File: config.mk
export PLATFORM = sky130hd
export DESIGN_NAME = integer_to_ascii_formatter
export DESIGN_NICKNAME = d
export VERILOG_FILES = /design/src/hdl/itoa_fmt_pkg.sv /design/src/hdl/itoa_fmt_ctrl.sv /design/src/hdl/itoa_fmt_dp.sv /design/src/hdl/integer_to_ascii_formatter.sv
export SDC_FILE = /design/constraint.sdc
export NUM_CORES = 1
export LEC_CHECK = 0
export BUFFER_PORTS_ARGS = -buffer_cell sky130_fd_sc_hd__buf_2
export CORE_AREA = 10 10 239 264
export CTS_BUF_LIST = sky130_fd_sc_hd__clkbuf_8
export DETAILED_ROUTE_END_ITERATION = 7
export DIE_AREA = 0 0 249 274
export GPL_ROUTABILITY_DRIVEN = 0
export SETUP_SLACK_MARGIN = 0.15
export SLEW_MARGIN = 15
export SYNTH_ARGS = -nofsm -noshare
export SYNTH_HDL_FRONTEND = slang
export SYNTH_SLANG_ARGS = --single-unit
File: constraint.sdc
create_clock -name clk -period 20.5 [get_ports clk]
set_input_delay 4.1 -clock clk [delete_from_list [all_inputs] [get_ports clk]]
set_output_delay 4.1 -clock clk [all_outputs]
set_load 0.01 [all_outputs]
File: src/hdl/itoa_fmt_pkg.sv
// Shared types, constants and the hex character helper for the integer-to-ASCII formatter.
package itoa_fmt_pkg;

    localparam int VALUE_W    = 32;
    localparam int REQ_W      = 2;
    localparam int CHAR_W     = 7;
    localparam int DIGIT_W    = 4;
    localparam int DIGITS_MAX = 10;
    localparam int CNT_W      = $clog2(VALUE_W + 1);
    localparam int DCNT_W     = $clog2(DIGITS_MAX + 1);
    localparam int HEX_DIGITS = VALUE_W / DIGIT_W;
    localparam int PROD_W     = 2 * VALUE_W;

    localparam logic [REQ_W-1:0] REQ_BIN = 2'd0;
    localparam logic [REQ_W-1:0] REQ_DEC = 2'd1;
    localparam logic [REQ_W-1:0] REQ_HEX = 2'd2;

    localparam logic [CHAR_W-1:0] CHAR_ZERO  = 7'h30;
    localparam logic [CHAR_W-1:0] CHAR_ONE   = 7'h31;
    localparam logic [CHAR_W-1:0] CHAR_B     = 7'h62;
    localparam logic [CHAR_W-1:0] CHAR_X     = 7'h78;
    localparam logic [CHAR_W-1:0] CHAR_LOW_A = 7'h61;

    // Multiplying by this and shifting right by DIV10_SHIFT divides any 32-bit value by ten.
    localparam logic [VALUE_W-1:0] DIV10_MAGIC = 32'hCCCC_CCCD;
    localparam int                 DIV10_SHIFT = 35;

    typedef enum logic [3:0] {
        ST_IDLE,
        ST_B0,
        ST_B1,
        ST_SKIP,
        ST_BITS,
        ST_X0,
        ST_X1,
        ST_HEX,
        ST_DIV,
        ST_REM,
        ST_DEC
    } state_t;

    typedef enum logic [2:0] {
        SEL_ZERO,
        SEL_B,
        SEL_X,
        SEL_BIT,
        SEL_HEX,
        SEL_DEC
    } char_sel_t;

    typedef struct packed {
        logic      load;
        logic      emit;
        char_sel_t sel;
        logic      last;
        logic      bin_shift;
        logic      hex_shift;
        logic      div_step;
        logic      dig_push;
        logic      dec_pop;
    } ctl_cmd_t;

    typedef struct packed {
        logic slot_free;
        logic msb;
        logic cnt_one;
        logic quot_zero;
        logic dig_nine;
        logic dig_one;
    } ctl_stat_t;

    function automatic logic [CHAR_W-1:0] hex_char(input logic [DIGIT_W-1:0] nib);
        logic [CHAR_W-1:0] c;
        if (nib < DIGIT_W'(10))
        begin
            c = CHAR_ZERO + CHAR_W'(nib);
        end
        else
        begin
            c = CHAR_LOW_A + CHAR_W'(nib - DIGIT_W'(10));
        end
        return c;
    endfunction

endpackage

File: src/hdl/itoa_fmt_ctrl.sv
// Controller state machine that sequences prefix, leading-zero skip, divide-by-ten steps and character beats.
module itoa_fmt_ctrl (
    input  logic                            clk,
    input  logic                            rst_n,
    input  logic                            in_valid,
    input  logic [itoa_fmt_pkg::REQ_W-1:0]  req_type,
    output logic                            in_ready,
    input  itoa_fmt_pkg::ctl_stat_t         stat,
    output itoa_fmt_pkg::ctl_cmd_t          cmd
);
    import itoa_fmt_pkg::*;

    state_t state_reg;
    state_t state_next;

    always_ff @(posedge clk or negedge rst_n)
    begin
        if (!rst_n)
        begin
            state_reg <= ST_IDLE;
        end
        else
        begin
            state_reg <= state_next;
        end
    end

    always_comb
    begin
        state_next = state_reg;
        in_ready   = 1'b0;
        cmd        = '0;
        cmd.sel    = SEL_ZERO;
        case (state_reg)
            ST_IDLE:
            begin
                in_ready = 1'b1;
                if (in_valid)
                begin
                    cmd.load = 1'b1;
                    case (req_type)
                        REQ_BIN: state_next = ST_B0;
                        REQ_DEC: state_next = ST_DIV;
                        REQ_HEX: state_next = ST_X0;
                        default: state_next = ST_IDLE;
                    endcase
                end
            end
            ST_B0, ST_X0:
            begin
                cmd.sel = SEL_ZERO;
                if (stat.slot_free)
                begin
                    cmd.emit   = 1'b1;
                    state_next = (state_reg == ST_B0) ? ST_B1 : ST_X1;
                end
            end
            ST_B1:
            begin
                cmd.sel = SEL_B;
                if (stat.slot_free)
                begin
                    cmd.emit   = 1'b1;
                    state_next = ST_SKIP;
                end
            end
            ST_X1:
            begin
                cmd.sel = SEL_X;
                if (stat.slot_free)
                begin
                    cmd.emit   = 1'b1;
                    state_next = ST_HEX;
                end
            end
            ST_SKIP:
            begin
                if (!stat.msb && !stat.cnt_one)
                begin
                    cmd.bin_shift = 1'b1;
                end
                else
                begin
                    state_next = ST_BITS;
                end
            end
            ST_BITS:
            begin
                cmd.sel  = SEL_BIT;
                cmd.last = stat.cnt_one;
                if (stat.slot_free)
                begin
                    cmd.emit      = 1'b1;
                    cmd.bin_shift = 1'b1;
                    if (stat.cnt_one)
                    begin
                        state_next = ST_IDLE;
                    end
                end
            end
            ST_HEX:
            begin
                cmd.sel  = SEL_HEX;
                cmd.last = stat.cnt_one;
                if (stat.slot_free)
                begin
                    cmd.emit      = 1'b1;
                    cmd.hex_shift = 1'b1;
                    if (stat.cnt_one)
                    begin
                        state_next = ST_IDLE;
                    end
                end
            end
            ST_DIV:
            begin
                cmd.div_step = 1'b1;
                state_next   = ST_REM;
            end
            ST_REM:
            begin
                cmd.dig_push = 1'b1;
                if (stat.quot_zero || stat.dig_nine)
                begin
                    state_next = ST_DEC;
                end
                else
                begin
                    state_next = ST_DIV;
                end
            end
            ST_DEC:
            begin
                cmd.sel  = SEL_DEC;
                cmd.last = stat.dig_one;
                if (stat.slot_free)
                begin
                    cmd.emit    = 1'b1;
                    cmd.dec_pop = 1'b1;
                    if (stat.dig_one)
                    begin
                        state_next = ST_IDLE;
                    end
                end
            end
            default:
            begin
                state_next = ST_IDLE;
            end
        endcase
    end

endmodule

File: src/hdl/itoa_fmt_dp.sv
// Datapath: value shifter, reciprocal divide by ten, digit stack and output register.
module itoa_fmt_dp (
    input  logic                              clk,
    input  logic                              rst_n,
    input  logic [itoa_fmt_pkg::REQ_W-1:0]    req_type,
    input  logic [itoa_fmt_pkg::VALUE_W-1:0]  value,
    input  itoa_fmt_pkg::ctl_cmd_t            cmd,
    output itoa_fmt_pkg::ctl_stat_t           stat,
    input  logic                              out_ready,
    output logic                              out_valid,
    output logic [itoa_fmt_pkg::CHAR_W-1:0]   out_char,
    output logic                              out_last
);
    import itoa_fmt_pkg::*;

    logic [VALUE_W-1:0] val_reg;
    logic [CNT_W-1:0]   cnt_reg;
    logic [VALUE_W-1:0] quot_reg;
    logic [DCNT_W-1:0]  dcnt_reg;
    logic [DIGIT_W-1:0] dig_reg [DIGITS_MAX];
    logic               valid_reg;
    logic [CHAR_W-1:0]  char_reg;
    logic               last_reg;

    logic [PROD_W-1:0]  prod;
    logic [DIGIT_W-1:0] rem_dig;
    logic [CHAR_W-1:0]  char_next;

    // The remainder is below ten, so only the low four bits of value - 10 * quotient matter.
    assign prod    = PROD_W'(val_reg) * PROD_W'(DIV10_MAGIC);
    assign rem_dig = val_reg[DIGIT_W-1:0] - {quot_reg[0], 3'b000} - {quot_reg[2:0], 1'b0};

    assign stat.slot_free = !valid_reg || out_ready;
    assign stat.msb       = val_reg[VALUE_W-1];
    assign stat.cnt_one   = (cnt_reg == CNT_W'(1));
    assign stat.quot_zero = (quot_reg == '0);
    assign stat.dig_nine  = (dcnt_reg == DCNT_W'(DIGITS_MAX - 1));
    assign stat.dig_one   = (dcnt_reg == DCNT_W'(1));

    always_comb
    begin
        case (cmd.sel)
            SEL_ZERO: char_next = CHAR_ZERO;
            SEL_B:    char_next = CHAR_B;
            SEL_X:    char_next = CHAR_X;
            SEL_BIT:  char_next = val_reg[VALUE_W-1] ? CHAR_ONE : CHAR_ZERO;
            SEL_HEX:  char_next = hex_char(val_reg[VALUE_W-1 -: DIGIT_W]);
            SEL_DEC:  char_next = CHAR_ZERO + CHAR_W'(dig_reg[0]);
            default:  char_next = CHAR_ZERO;
        endcase
    end

    always_ff @(posedge clk)
    begin
        if (cmd.load)
        begin
            val_reg  <= value;
            cnt_reg  <= (req_type == REQ_HEX) ? CNT_W'(HEX_DIGITS) : CNT_W'(VALUE_W);
            dcnt_reg <= '0;
        end
        else if (cmd.bin_shift)
        begin
            val_reg <= {val_reg[VALUE_W-2:0], 1'b0};
            cnt_reg <= cnt_reg - CNT_W'(1);
        end
        else if (cmd.hex_shift)
        begin
            val_reg <= {val_reg[VALUE_W-DIGIT_W-1:0], {DIGIT_W{1'b0}}};
            cnt_reg <= cnt_reg - CNT_W'(1);
        end
        else if (cmd.div_step)
        begin
            quot_reg <= VALUE_W'(prod >> DIV10_SHIFT);
        end
        else if (cmd.dig_push)
        begin
            val_reg    <= quot_reg;
            dcnt_reg   <= dcnt_reg + DCNT_W'(1);
            dig_reg[0] <= rem_dig;
            for (int i = 1; i < DIGITS_MAX; i++)
            begin
                dig_reg[i] <= dig_reg[i-1];
            end
        end
        else if (cmd.dec_pop)
        begin
            dcnt_reg <= dcnt_reg - DCNT_W'(1);
            for (int i = 0; i < DIGITS_MAX - 1; i++)
            begin
                dig_reg[i] <= dig_reg[i+1];
            end
        end
        if (cmd.emit)
        begin
            char_reg <= char_next;
            last_reg <= cmd.last;
        end
    end

    always_ff @(posedge clk or negedge rst_n)
    begin
        if (!rst_n)
        begin
            valid_reg <= 1'b0;
        end
        else if (cmd.emit)
        begin
            valid_reg <= 1'b1;
        end
        else if (out_ready)
        begin
            valid_reg <= 1'b0;
        end
    end

    assign out_valid = valid_reg;
    assign out_char  = char_reg;
    assign out_last  = last_reg;

endmodule

File: src/hdl/integer_to_ascii_formatter.sv
// Top level of the integer-to-ASCII formatter: controller, datapath and stream ports.
//
//  Channel   Dir  Payload                                   Beat
//  s_axis    in   tdata[31:0] value, tuser[1:0] req_type    one number
//  m_axis    out  tdata[6:0] ascii_char, tlast last_char    one character
//
// Hex emits the 0x prefix and then all eight hex digits, 10 characters.
// Binary emits the 0b prefix, skips leading zeros one bit at a time, then emits each remaining digit.
// Decimal divides by ten with a reciprocal multiply, in a divide step and a remainder step per
// digit, then emits the stacked digits.
// A new number is accepted only after the last character is handed to the output register.
// Output stalls hold the output register and pause the emitting states; reset clears the
// state machine and output valid.
module integer_to_ascii_formatter (
    input  logic        clk,
    input  logic        rst_n,
    input  logic        s_axis_tvalid,
    output logic        s_axis_tready,
    input  logic [31:0] s_axis_tdata,   // [31:0] value
    input  logic [1:0]  s_axis_tuser,   // [1:0] req_type
    output logic        m_axis_tvalid,
    input  logic        m_axis_tready,
    output logic [7:0]  m_axis_tdata,   // [6:0] ascii_char, [7] zero
    output logic        m_axis_tlast
);
    import itoa_fmt_pkg::*;

    ctl_cmd_t          cmd;
    ctl_stat_t         stat;
    logic [CHAR_W-1:0] out_char;

    itoa_fmt_ctrl u_ctrl (
        .clk      (clk),
        .rst_n    (rst_n),
        .in_valid (s_axis_tvalid),
        .req_type (s_axis_tuser),
        .in_ready (s_axis_tready),
        .stat     (stat),
        .cmd      (cmd)
    );

    itoa_fmt_dp u_dp (
        .clk       (clk),
        .rst_n     (rst_n),
        .req_type  (s_axis_tuser),
        .value     (s_axis_tdata),
        .cmd       (cmd),
        .stat      (stat),
        .out_ready (m_axis_tready),
        .out_valid (m_axis_tvalid),
        .out_char  (out_char),
        .out_last  (m_axis_tlast)
    );

    assign m_axis_tdata = {1'b0, out_char};

endmodule

---- Word level (Yosys, flattened, before mapping) ----
Memories as Yosys holds them, arrays and structs flattened.
Index checks and enable logic that the tools add are counted.
W data, S select, Z words.
operators by class
  reductions and logical operators ........ 19
  multiply operators ...................... 1
  add/sub/neg operators ................... 9
  equal/unequal tests ..................... 30
  bitwise gates (word level) .............. 13
  divide/modulo/power cells ............... 0
  shift-type cells ........................ 0
  multiplexer cells ....................... 63
  $lt $le $gt $ge ......................... 1
operators with widths
  cell                      number
  $mux W32                  5
  $mux W4                   20
  $mul A32 B32 Y64 const B  1
  $pmux W4 S9               1
  $pmux W7 S5               1
  $logic_not A32 Y1         1
  $mux W1                   25
  $mux W6                   4
  $pmux W4 S6               1
  $eq A4 B3 Y1 const B      4
  $eq A4 B4 Y1 const B      4
  $add A6 B4 Y7 const A     2
  $ne A2 B2 Y1 const B      7
  $pmux W4 S3               1
  $or A1 B1 Y1              9
  $reduce_and A9 Y1         1
  $eq A4 B1 Y1 const B      2
  $eq A4 B2 Y1 const B      2
  $reduce_and A4 Y1         2
  $sub A4 B4 Y4             2
  $add A7 B7 Y7 const A     1
  $mux W7                   1
  $eq A3 B2 Y1 const B      2
  $eq A3 B3 Y1 const B      2
  25 further kinds          35
storage, ports and cells
  bits in read-only memories .............. 0
  output and inout bits ................... 11
  input bits .............................. 38
  bits in writable memories ............... 40
  memories ................................ 1
  flip-flop bits (word level) ............. 84
  logic and storage cells ................. 145
  latch bits .............................. 0
memories
  memory        depth  width  rd ports  clocked after memory_dff  wr ports  line               RTL
  u_dp.dig_reg  10     4      10        0                         10        itoa_fmt_dp.sv:20  logic [DIGIT_W-1:0] dig_reg [DIGITS_MAX];

---- Depth between registers and ports, before layout ----
  depth in word-level cells ............... 12
  gate-level depth with buffers ........... 25
  mapped depth without buffers ............ 24

---- By module ----
A second synthesis with hierarchy kept.
second synthesis, totals
  cell total of the unflattened synthesis .. 2285
  area, all modules ....................... 23313.6 µm²
by module, submodules not included
  module                      seq. area each (µm²)  cells each  area an instance (µm²)  times used
  itoa_fmt_dp                 3558.4                2218        22819.4                 1
  itoa_fmt_ctrl               100.1                 65          483.0                   1
  integer_to_ascii_formatter  0.0                   2           11.3                    1

---- Worst setup path before layout ----
Ideal clock, no wire load.
  path type ............................... reg2reg
  start ................................... register u_dp.val_reg[11]
  end ..................................... register u_dp.quot_reg[25] (data pin)
  arrival ................................. 6.410 ns
  setup time .............................. 0.258 ns
  path slack .............................. 13.833 ns
  required time ........................... 20.242 ns
  buffers on the path ..................... 1
  cell stages (with the launch flop) ...... 24
  path through ............................ edfxtp_1 -> ha_1 -> clkbuf_1 -> xor2_1 -> ha_1 -> a21o_1 -> fa_1 -> inv_1 -> fa_1 -> inv_1 -> fa_1 -> fa_1 -> fa_1 -> fa_1 -> ha_1 -> a21oi_1 -> o21ai_0 -> a2111oi_2 -> o211a_1 -> o21bai_2 -> a221oi_4 -> o21ai_2 -> a31oi_2 -> xnor2_1
on the way
  word-level cells in the longest chain between the ends .. 1
ends and longest elaborated chain
  element                   line               RTL
  start: declaration        itoa_fmt_dp.sv:16  logic [VALUE_W-1:0] val_reg;
  start signal: assignment  itoa_fmt_dp.sv:57  val_reg <= value;
  start signal: assignment  itoa_fmt_dp.sv:63  val_reg <= {val_reg[VALUE_W-2:0], 1'b0};
  start signal: assignment  itoa_fmt_dp.sv:68  val_reg <= {val_reg[VALUE_W-DIGIT_W-1:0], {DIGIT_W{1'b0}}};
  $mul A32 B32 Y64          itoa_fmt_dp.sv:30  assign prod = PROD_W'(val_reg) * PROD_W'(DIV10_MAGIC);
  net u_dp.prod[60]         itoa_fmt_dp.sv:25  logic [PROD_W-1:0] prod;
  end signal: assignment    itoa_fmt_dp.sv:73  quot_reg <= VALUE_W'(prod >> DIV10_SHIFT);
  end: declaration          itoa_fmt_dp.sv:18  logic [VALUE_W-1:0] quot_reg;
The timed path passes the listed nets, and every way through them passes these cells.
A chain may end at the register's enable or synchronous reset.

---- Worst setup path in the final report ----
  start ................................... register u_dp.val_reg[3]
  end ..................................... register u_dp.quot_reg[23] (data pin)
The elaborated chain is that of the path after synthesis.

==> summary.txt <==
Synth
  – Top_reg_cell synth: edfxtp_1
  – Register area share after synthesis: 16.1%
  – Top post-synthesis cells by count: 547 x inv_1, 387 x fa_1, 360 x ha_1, 115 x edfxtp_1, 108 x a21oi_1
  – Synth Area in XOR/XNOR: 3.54%
  – Post-synth EDFFs: 115
  – Top post-synthesis cells by area: fa_1 34%, ha_1 20%, edfxtp_1 15%
  – Post-Synth Adder-Cell Area: 53.8%
  – Yosys synthesis warning count: 0
  – Count leader, synth: inv_1
  – Mux contribution to synthesized area: 2.77%
  – Largest family of logic cells by synthesized area: adder cells
  – Synth area leader: fa_1
  – Syn_nets: 2976
  – Post-Synthesis Cells: 2191
  – Synth Area in Compound Gates: 8.21%
  – Synthesis-stage register bit count: 124
  – Post-synth ARST share: 4.03%
  – Post-synth top area share: 34.0%
  – Cell variety after synth: 66
  – Syn avg cell area: 10.4 µm²
  – Simple-Gate Fraction of Synth Area: 5.58%
  – Cell area after synthesis: 22800 µm²

Timing
  – Period utilization: 38.6%
  – Setup tns final: 0 ns
  – Final setup vio count: 0
  – Hold Fails Final Rpt: 0
  – Min cycle time layout: 7.91 ns
  – Fin Hold WS: 0.455 ns
  – Max-slew violations: 0
  – F_max: 0.126 GHz
  – Setup Skew: 0.0236 ns
  – Max_slew headroom: 36.8%
  – RSZ-0062 raised after global routing: no
  – Worst-margin pin slew: 0.946 ns

CTS
  – Clock Root Buffer: clkbuf_8
  – Worst skew pair latency: 0.56 ns
  – Clock sinks: 124
  – Post CTS Setup Buffer Count: 0
  – # H-tree levels: 4
  – Post-CTS Resized: 0
  – CTS Buffer Depth: 2
  – TritonCTS Buffers: 17
  – CTS tree: yes
  – Post-CTS Hold Buffers: 0
  – CTS clock-pin slew for the worst setup and hold paths: 0.09 ns

Worst setup path
  – Cell Chain, Critical Path: ha_1 -> xor2_1 -> xor2_1 -> fa_1 -> fa_1 -> fa_1 -> fa_1 -> fa_1 -> inv_1 -> fa_1 -> inv_1 -> ha_1 -> a21oi_1 -> o21ai_0 -> a21oi_1 -> o2111ai_1 -> a211oi_1 -> o31ai_1 -> a31oi_1 -> o21ai_1 -> xor2_1
  – Worst EP arrival: 8.21 ns
  – Worst EP required: 20.80 ns
  – Crit Path Max Fanout: 10
  – Setup crit end kind: flop
  – CP startpoint kind: flop
  – Critical Path Slowest Stage Cell: a211oi_1
  – Worst path max stage delay: 0.68 ns
  – Most frequent CP cell: fa_1
  – WS Path Type: reg2reg

Cells and area
  – Layout cells sized above 1: 6.12%
  – Max reg flops: 40
  – # fillers: 5528
  – Fin nets: 2994
  – Antenna Cells: 0
  – Area delta synth->final: 6.35%

GRT
  – Initial antenna violation count: 0
  – Largest net degree at the start of global routing: 72
  – Congestion Overflow GR: 0
  – GRT Total Usage: 20.5%
  – Vias in the first global route: 16900
  – First-pass GRT wire length: 104 mm

Floorplanning
  – Horiz. Die Dim: 249 µm
  – Total core area: 57800 µm²
  – Row cnt: 93
  – Die area: 68200 µm²
  – Die Span Y: 274 µm
  – Initial Utilization: 39.4%
  – I/O Pins: 49

Status
  – Outcome: completed

Place
  – IO Port Bufs: 47
  – Post-DP HPWL: 60.7 mm

Route
  – Routed length per placed instance: 23.3 µm
  – Total wire length: 69.6 mm
  – DR vias: 15800
  – Drc violations: 0
  – TritonRoute pass-1 iters: 7
  – Vias per cell: 5.29
  – Drt first-iter violations: 1108
  – Final ANT Viol Nets: 0

Flow run
  – Max Cap Viol: 0

Hold path
  – Hold Path Class: reg2reg
-- worst max-delay path: cells and delay by family, from the launching register on --
family          cells  cell delay, ns
compound gates      8            2.05
xor+xnor            3            1.01
fa+ha+maj           8            3.86
buf+inv             2            0.09
flops               1            0.64
-- final timing paths --
path | from | slack, ns | cells after the start | to
setup / recovery | u_dp.val_reg[3]$_DFFE_PP_ | 12.59 | 21 | u_dp.quot_reg[23]$_DFFE_PP_
hold / removal | u_dp.dig_reg[0][33]$_DFFE_PP_ | 0.46 | 0 | u_dp.dig_reg[0][37]$_DFFE_PP_
setup reg to reg | u_dp.val_reg[3]$_DFFE_PP_ | 12.59 | 21 | u_dp.quot_reg[23]$_DFFE_PP_
hold reg to reg | u_dp.dig_reg[0][33]$_DFFE_PP_ | 0.46 | 0 | u_dp.dig_reg[0][37]$_DFFE_PP_
max in group asynchronous | rst_n | 17.01 | 1 | u_ctrl.state_reg[2]$_DFFE_PN0P_
min in group asynchronous | rst_n | 3.34 | 1 | u_dp.out_valid$_DFFE_PN0P_
-- kinds of logic after synthesis --
logic type	count (synthesis)
adders and majority gates	747
buffers and inverters	603
AOI/OAI and AO/OA	298
and+or+nand+nor	267
DFF	124
xor gates and xnor gates	92
muxes	59
other	1
-- area by class of cell --
class,instances,area [µm²],area share [%]
clock buffer,17,234,0.966
clock inverter,15,176,0.728
multi-input combinational,1464,16800,69.6
timing repair buffer,55,295,1.22
tap,760,951,3.93
sequential,124,3660,15.1
inverter,547,2050,8.48
-- layer usage --
layer	part of all wire (%)	wire length [µm]	global-route usage [%]	vias up
met5	0	0	0	-
met4	7.7	5380	15.0	0
met3	5.7	3980	3.57	174
met2	48	33200	33.4	575
met1	39	27100	24.3	7948
li1	-	-	-	7075
-- through the flow --
stage                     instance area (µm²)  cells  utilization [%]  setup WS, ns
after floorplan                         22800   2191                -         13.83
after global placement                  23800   2950             41.2         12.76
after detailed placement                23800   2950             41.2         12.76
after CTS                               24200   2982             41.9         12.66
after global routing                    24200   2982             41.9         12.23
final                                   24200   2982             41.9         12.59
-- cells in the final DEF, fill, tap and decap left out, types with 17 or more instances in the layout --
cell / count
inv_1: 547
fa_1: 387
ha_1: 360
edfxtp_1: 115
a21oi_1: 108
nand2_1: 85
nor2_1: 71
o21ai_0: 69
xor2_1: 47
buf_2: 47
xnor2_1: 45
a21o_1: 38
mux2_2: 33
mux2i_1: 26
nand3_1: 21
nand4_1: 18
clkbuf_8: 17
Power is left out: the tool's default activity adds up to more than one toggle a clock period on the data nets, which glitch-free logic cannot reach.
